**src/rtl/mrca_pkg.sv**
```systemverilog
// Package for the MIDI retune channel allocator.
// Request, result, table entry and cell command types, plus status constants.
// No dependencies.
`timescale 1ns / 1ps

package mrca_pkg;

  localparam int NUM_KEYS  = 128;
  localparam int KEY_W     = 7;
  localparam int CH_W      = 4;

  localparam logic [7:0] ST_NOTE_ON   = 8'h90;
  localparam logic [7:0] ST_NOTE_OFF  = 8'h80;
  localparam logic [7:0] ST_BEND      = 8'he0;
  localparam logic [7:0] ST_KIND_MASK = 8'hf0;
  localparam logic [7:0] FREE_MARK    = 8'hff;

  typedef struct packed {
    logic        action;
    logic [7:0]  status_in;
    logic [6:0]  data1_in;
    logic [6:0]  data2_in;
    logic [1:0]  length_in;
    logic [12:0] time_in;
    logic [6:0]  entry_key;
    logic [7:0]  entry_note;
    logic [13:0] entry_bend;
  } in_t;

  typedef struct packed {
    logic [7:0]  status_out;
    logic [6:0]  data1_out;
    logic [6:0]  data2_out;
    logic [1:0]  length_out;
    logic [12:0] time_out;
    logic        last;
  } out_t;

  typedef struct packed {
    logic [7:0]  note;
    logic [13:0] bend;
  } entry_t;

  localparam entry_t ENTRY_RESET = '{note: FREE_MARK, bend: 14'd0};

  typedef struct packed {
    logic       active;
    logic       find_free;
    logic [7:0] note;
  } cell_cmd_t;

endpackage

```
**src/rtl/mrca_cell.sv**
```systemverilog
// One channel cell: holds the note sounding on its channel.
// Takes the search token from its lower neighbor and passes it on.
// Depends on mrca_pkg.
`timescale 1ns / 1ps

module mrca_cell (
  input  logic               clk,
  input  logic               rst,
  input  mrca_pkg::cell_cmd_t cmd,
  input  logic               chain_in,
  output logic               chain_out,
  output logic               take
);
  import mrca_pkg::*;

  logic [7:0] note;
  logic       match;

  assign match     = cmd.find_free ? (note == FREE_MARK) : (note == cmd.note);
  assign take      = cmd.active && match && !chain_in;
  assign chain_out = chain_in || (cmd.active && match);

  always_ff @(posedge clk) begin
    if (rst) begin
      note <= FREE_MARK;
    end else if (take) begin
      note <= cmd.find_free ? cmd.note : FREE_MARK;
    end
  end

endmodule

```
**src/rtl/mrca_key_table.sv**
```systemverilog
// Key table: 128 entries of mapped note and bend, registered read.
// Per-key valid bits make unwritten keys read as unmapped after reset.
// Depends on mrca_pkg.
`timescale 1ns / 1ps

module mrca_key_table (
  input  logic                          clk,
  input  logic                          rst,
  input  logic                          we,
  input  logic [mrca_pkg::KEY_W-1:0]    waddr,
  input  mrca_pkg::entry_t              wdata,
  input  logic                          re,
  input  logic [mrca_pkg::KEY_W-1:0]    raddr,
  output mrca_pkg::entry_t              rdata
);
  import mrca_pkg::*;

  entry_t              mem [NUM_KEYS];
  entry_t              rd_q;
  logic [NUM_KEYS-1:0] valid;
  logic                rd_valid;

  always_ff @(posedge clk) begin
    if (we) begin
      mem[waddr] <= wdata;
    end
    if (re) begin
      rd_q <= mem[raddr];
    end
  end

  always_ff @(posedge clk) begin
    if (rst) begin
      valid    <= '0;
      rd_valid <= 1'b0;
    end else begin
      if (we) begin
        valid[waddr] <= 1'b1;
      end
      if (re) begin
        rd_valid <= valid[raddr];
      end
    end
  end

  assign rdata = rd_valid ? rd_q : ENTRY_RESET;

endmodule

```
**src/rtl/midi_retune_channel_allocator_core.sv**
```systemverilog
// MIDI retune channel allocator, top level.
// Usage: drive request and raise start; a request is taken at a rising edge
// with start high and busy low. action=1 loads one key table entry, action=0
// is a MIDI event. Results appear on result for one cycle with strobe high;
// the receiver cannot stall, so every strobe must be captured.
// Latency: an event accepted at edge N yields its first result in the cycle
// after edge N (key table read, then channel search through the cell row).
// A note-on that finds a channel yields a pitch bend (last=0) and, in the
// next cycle, the note-on (last=1); busy stays high while both are shown.
// Throughput: one request per cycle for loads, pass-through, note-off and
// dropped events; a note-on that allocates holds busy through its bend and
// note-on results, and the next request is then taken from idle. The rate is
// set by the single result port and the registered table read.
// The channel search ripples a token combinationally through NUM_CHANNELS cells.
// Reset: synchronous; all channels free and all keys unmapped at once
// (valid bits, no clearing pass).
// Depends on mrca_pkg, mrca_key_table, mrca_cell.
`timescale 1ns / 1ps

module midi_retune_channel_allocator_core #(
  parameter int NUM_CHANNELS = 16
) (
  input  logic           clk,
  input  logic           rst,
  input  logic           start,
  output logic           busy,
  input  mrca_pkg::in_t  request,
  output logic           strobe,
  output mrca_pkg::out_t result
);
  import mrca_pkg::*;

  localparam logic [1:0] S_IDLE   = 2'd0;
  localparam logic [1:0] S_LOOK   = 2'd1;
  localparam logic [1:0] S_SECOND = 2'd2;

  logic [1:0]  state;
  logic [1:0]  state_next;
  in_t         req_q;
  logic [CH_W-1:0] ch_q;

  logic        accept;
  logic        is_event;
  logic        is_load;
  entry_t      ent;
  entry_t      wr_entry;

  logic [7:0]  kind;
  logic        is_on;
  logic        is_note;
  logic        mapped;
  logic        found;
  logic        need_second;
  logic [CH_W-1:0] ch;

  cell_cmd_t   cmd;
  logic [NUM_CHANNELS:0]   chain;
  logic [NUM_CHANNELS-1:0] take;

  assign accept   = start && !busy;
  assign is_event = accept && !request.action;
  assign is_load  = accept && request.action;
  assign wr_entry = '{note: request.entry_note, bend: request.entry_bend};

  mrca_key_table u_table (
    .clk   (clk),
    .rst   (rst),
    .we    (is_load),
    .waddr (request.entry_key),
    .wdata (wr_entry),
    .re    (is_event),
    .raddr (request.data1_in),
    .rdata (ent)
  );

  assign kind    = req_q.status_in & ST_KIND_MASK;
  assign is_on   = (kind == ST_NOTE_ON);
  assign is_note = is_on || (kind == ST_NOTE_OFF);
  assign mapped  = !ent.note[7];

  assign cmd.active    = (state == S_LOOK) && is_note && mapped;
  assign cmd.find_free = is_on;
  assign cmd.note      = ent.note;

  assign chain[0] = 1'b0;

  for (genvar i = 0; i < NUM_CHANNELS; i++) begin : g_cell
    mrca_cell u_cell (
      .clk       (clk),
      .rst       (rst),
      .cmd       (cmd),
      .chain_in  (chain[i]),
      .chain_out (chain[i+1]),
      .take      (take[i])
    );
  end

  assign found = chain[NUM_CHANNELS];

  always_comb begin
    ch = '0;
    for (int i = 0; i < NUM_CHANNELS; i++) begin
      if (take[i]) begin
        ch = ch | CH_W'(i);
      end
    end
  end

  assign need_second = cmd.active && is_on && found;

  always_comb begin
    busy = 1'b0;
    unique case (state)
      S_LOOK:   busy = need_second;
      S_SECOND: busy = 1'b1;
      default:  busy = 1'b0;
    endcase
  end

  always_comb begin
    state_next = S_IDLE;
    unique case (state)
      S_SECOND: state_next = S_IDLE;
      S_LOOK: begin
        if (need_second) begin
          state_next = S_SECOND;
        end else if (is_event) begin
          state_next = S_LOOK;
        end
      end
      default: begin
        if (is_event) begin
          state_next = S_LOOK;
        end
      end
    endcase
  end

  always_ff @(posedge clk) begin
    if (rst) begin
      state <= S_IDLE;
    end else begin
      state <= state_next;
    end
  end

  always_ff @(posedge clk) begin
    if (is_event) begin
      req_q <= request;
    end
    if (need_second) begin
      ch_q <= ch;
    end
  end

  always_comb begin
    strobe            = 1'b0;
    result.status_out = req_q.status_in;
    result.data1_out  = req_q.data1_in;
    result.data2_out  = req_q.data2_in;
    result.length_out = req_q.length_in;
    result.time_out   = req_q.time_in;
    result.last       = 1'b1;
    unique case (state)
      S_LOOK: begin
        if (!is_note) begin
          strobe = 1'b1;
        end else if (cmd.active && found) begin
          strobe = 1'b1;
          if (is_on) begin
            result.status_out = ST_BEND | {4'h0, ch};
            result.data1_out  = ent.bend[6:0];
            result.data2_out  = ent.bend[13:7];
            result.last       = 1'b0;
          end else begin
            result.status_out = ST_NOTE_OFF | {4'h0, ch};
            result.data1_out  = ent.note[6:0];
          end
        end
      end
      S_SECOND: begin
        strobe            = 1'b1;
        result.status_out = ST_NOTE_ON | {4'h0, ch_q};
        result.data1_out  = ent.note[6:0];
      end
      default: strobe = 1'b0;
    endcase
  end

  a_second_after_look: assert property (@(posedge clk) disable iff (rst)
    state == S_SECOND |-> $past(state) == S_LOOK)
    else $error("second result without a lookup");

  a_one_channel: assert property (@(posedge clk) disable iff (rst)
    $onehot0(take))
    else $error("more than one channel taken");

  a_bend_then_note: assert property (@(posedge clk) disable iff (rst)
    strobe && !result.last |=> strobe && result.last)
    else $error("bend not followed by note-on");

  a_no_strobe_idle: assert property (@(posedge clk) disable iff (rst)
    state == S_IDLE |-> !strobe)
    else $error("result while idle");

endmodule

```
**config.mk**
```make
export PLATFORM = sky130hd
export DESIGN_NAME = midi_retune_channel_allocator_core
export DESIGN_NICKNAME = d
export VERILOG_FILES = /design/src/rtl/mrca_pkg.sv /design/src/rtl/mrca_cell.sv /design/src/rtl/mrca_key_table.sv /design/src/rtl/midi_retune_channel_allocator_core.sv
export SDC_FILE = /design/constraint.sdc
export NUM_CORES = 2
export LEC_CHECK = 0
export BUFFER_PORTS_ARGS = -buffer_cell sky130_fd_sc_hd__buf_4
export CAP_MARGIN = 20
export CORE_MARGIN = 3
export CORE_UTILIZATION = 57
export CTS_BUF_LIST = sky130_fd_sc_hd__clkbuf_4 sky130_fd_sc_hd__clkbuf_8 sky130_fd_sc_hd__clkbuf_16
export DETAILED_ROUTE_END_ITERATION = 8
export GPL_TIMING_DRIVEN = 0
export PLACE_DENSITY_LB_ADDON = 0.3
export REMOVE_ABC_BUFFERS = 1
export SLEW_MARGIN = 25
export SYNTH_ARGS = -nofsm -noshare
export SYNTH_HDL_FRONTEND = slang
export SYNTH_SLANG_ARGS = --single-unit
```
**constraint.sdc**
```tcl
create_clock -name clk -period 5.85 [get_ports clk]
set_clock_uncertainty 0.15 [all_clocks]
set_input_delay 0.8775 -clock clk [delete_from_list [all_inputs] [get_ports clk]]
set_output_delay 0.8775 -clock clk [all_outputs]
set_load 0.005 [all_outputs]
```
==> metrics <==
Post-Synth Simple-Gate Area 0.0338; CTS H-Tree Depth 5; most frequent cells in the layout edfxtp_1, mux4_2, clkbuf_16, buf_4, dfxtp_1; cell count after synthesis 5801; Setup TNS 0 ns; Antenna Violating Nets Remaining 0; Worst slew margin 0.225; Sw Ratio 0.210; global-route wire length before repair 466000 µm; Synth Flop Type edfxtp_1; crit share post-route 0.988; Initial Util 0.574; Max IR drop VDD 0.000270 V; status finished clean; Clk pin slew, worst setup/hold paths 0.06 ns; post-synth cell types 79; detailed-route wire length 330000 µm; Max Cap Viol 0; I/O pin count 110; post-synthesis cell area 0.123 mm²; post-synthesis sequential area ratio 0.742; WP data required 4.82 ns; complex-gate fraction of the synthesized area 0.0209; largest net degree at the start of global routing 129; Synth Register Bits 3138; slew of the pin with the lowest slew margin 1.16 ns; final setup violation count 0; largest family of logic cells by synthesized area multiplexers; grt total ovfl 0; CP Class reg2out; share of synthesized flip-flops with an asynchronous set or reset 0; share of cells above drive strength 1 0.339; Placed Instances 8678; P_int 37.0 mW; die width 471 µm; XOR/XNOR share of the synthesized area 0.00390; Post-synth EDFFs 2879; vias in the first global route 64100; antenna violations before repair 38; number of fillers in the final layout 12900; Core ar. 0.215 mm²; CTS root buf clkbuf_16; port bufs 109; power share of the clock group 0.424; DRT Pass-1 Iters 5; Rows 170; Layout Nets 6313; Worst Hold Class in2reg; Layout Cells excl Fill 9322; routability cong. 0.923; Die ar. 0.222 mm²; Worst setup EP type output pin; Layout area overhead 15.9%; WL per Instance 35.4 µm; Synth Area in Adders 0.000203; overall power 46.8 mW; Fin. Hold Viols 0; via count 64400; clock net sink count 3138; Ys Warns 0; most common cell after layout, fill and taps aside edfxtp_1; Clock Path Buffers 4; Sw Pwr 9.82 mW; logic gate share of total power 0.052; Residual DRC 0; Worst-Skew Late Latency 0.99 ns; Highest Clock Rate 0.173 GHz; Worst R2R Path Depth 14; worst-path maximum fanout 44; mux contribution to synthesized area 0.185; Leak 45.2 nW; Slew Limit Fails 0; post-DR vias/cell 6.90; Seq pwr share 0.524; PD cells 327 mW/mm²; die height 471 µm; TritonCTS Buffers 321; Total GRT Usage 0.293; HPWL Detailed 189000 µm; hold path depth 1; Tmin final 5.78 ns; First DRT Iteration DRCs 9410; crit start category flip-flop; WP data arrival 4.75 ns; Mean Syn Cell Area 21.3 µm²; CTS tree yes; Hold Worst Slack 0.134 ns
metrics by stage:
step	utilization	setup slack, ns	cell area (µm²)
floorplan	-	-3.13	122000
global route	0.665	-0.0229	143000
global placement	0.587	-10.46	126000
detailed placement	0.613	-0.726	132000
CTS	0.662	0.00417	142000
finish	0.665	0.0695	143000
cells by family after synthesis:
group                      after synthesis
buffers and inverters                  412
muxes                                 1071
DFF                                   3138
and+or+nand+nor                        769
AOI/OAI and AO/OA                      354
xor gates and xnor gates                55
adders and majority gates                2
cell type report:
| class | instances | area, µm² | share of cell area |
|---|---|---|---|
| antenna | 11 | 27.5 | 0.000192 |
| clock buffer | 411 | 8860 | 0.0619 |
| clock inverter | 144 | 1190 | 0.00835 |
| inverter | 17 | 71.3 | 0.000499 |
| multi-input combinational | 2257 | 31300 | 0.219 |
| sequential | 3138 | 91600 | 0.641 |
| tap | 2838 | 3550 | 0.0248 |
| timing repair buffer | 506 | 6340 | 0.0443 |
flip-flops by register name, summed over array words and instances, names as in the netlist:
signal              flops
state                   2
u_table.mem          2816
u_table.rd_q           22
g_cell.u_cell.note    128
u_table.rd_valid        1
result                 15
req_q                  18
u_table.valid         128
kind                    4
ch_q                    4
worst paths after layout:
| kind | endpoint | slack, ns | from |
|---|---|---|---|
| worst max register to register | u_table.mem[95][2] | 0.13 | kind[6] |
| worst min register to register | u_table.valid[51] | 0.31 | u_table.valid[51] |
| worst max-delay path | result[29] | 0.07 | kind[6] |
| worst min-delay path | u_table.mem[15][19] | 0.13 | request[19] |
synth_stat cells (50+ instances only):
master | count | area, µm²
a21oi_1 | 78 | 390
and3_1 | 55 | 344
buf_1 | 83 | 312
clkbuf_1 | 256 | 961
dfxtp_1 | 259 | 5180
edfxtp_1 | 2879 | 86500
mux2i_1 | 82 | 821
mux4_2 | 966 | 21800
nand2_1 | 141 | 529
nand4_1 | 70 | 438
nor2_1 | 165 | 619
nor3_1 | 120 | 601
nor4_1 | 56 | 350
o21ai_0 | 68 | 340
o2bb2ai_1 | 121 | 1060
xnor2_1 | 50 | 438
worst max-delay path: stages, from the launching register on:
cell and delay, ns:
edfxtp_1 0.50, and4bb_4 0.43, buf_12 0.26, nor2_4 0.14, xor2_1 0.19, nor3b_1 0.17
and4b_1 0.28, or4b_4 0.62, or3_4 0.51, mux2i_1 0.15, o221ai_1 0.31, buf_4 0.18
repair_timing:
action                                 4_1_cts  5_1_grt
buffers inserted                            12       15
resized for setup                           19       15
cloned                                       4        3
hold buffers                                31        0
setup endpoints to repair                  440      115
pin swaps                                    6        9
endpoints found under the hold margin       32        0
layer usage:
layer  wire length (µm)  vias up  track usage
met2             162000     4401        0.467
met5                 84        -            0
met4              13800       12        0.115
met3              34100      717       0.0626
li1                   -    25400            -
met1             120000    33800        0.404
power by group through the flow:
| stage | clock, mW | combinational [mW] | sequential [mW] |
|---|---|---|---|
| 3_3_place_gp | 0 | 2.67 | 25.0 |
| 4_1_cts | 20.0 | 2.35 | 24.6 |
| 2_1_floorplan | 0 | 0.965 | 25.0 |
| 6_report | 19.9 | 2.41 | 24.6 |
| 5_1_grt | 20.9 | 2.51 | 24.5 |
| 3_5_place_dp | 0 | 2.30 | 25.0 |
(Power assumes the default switching activity.)
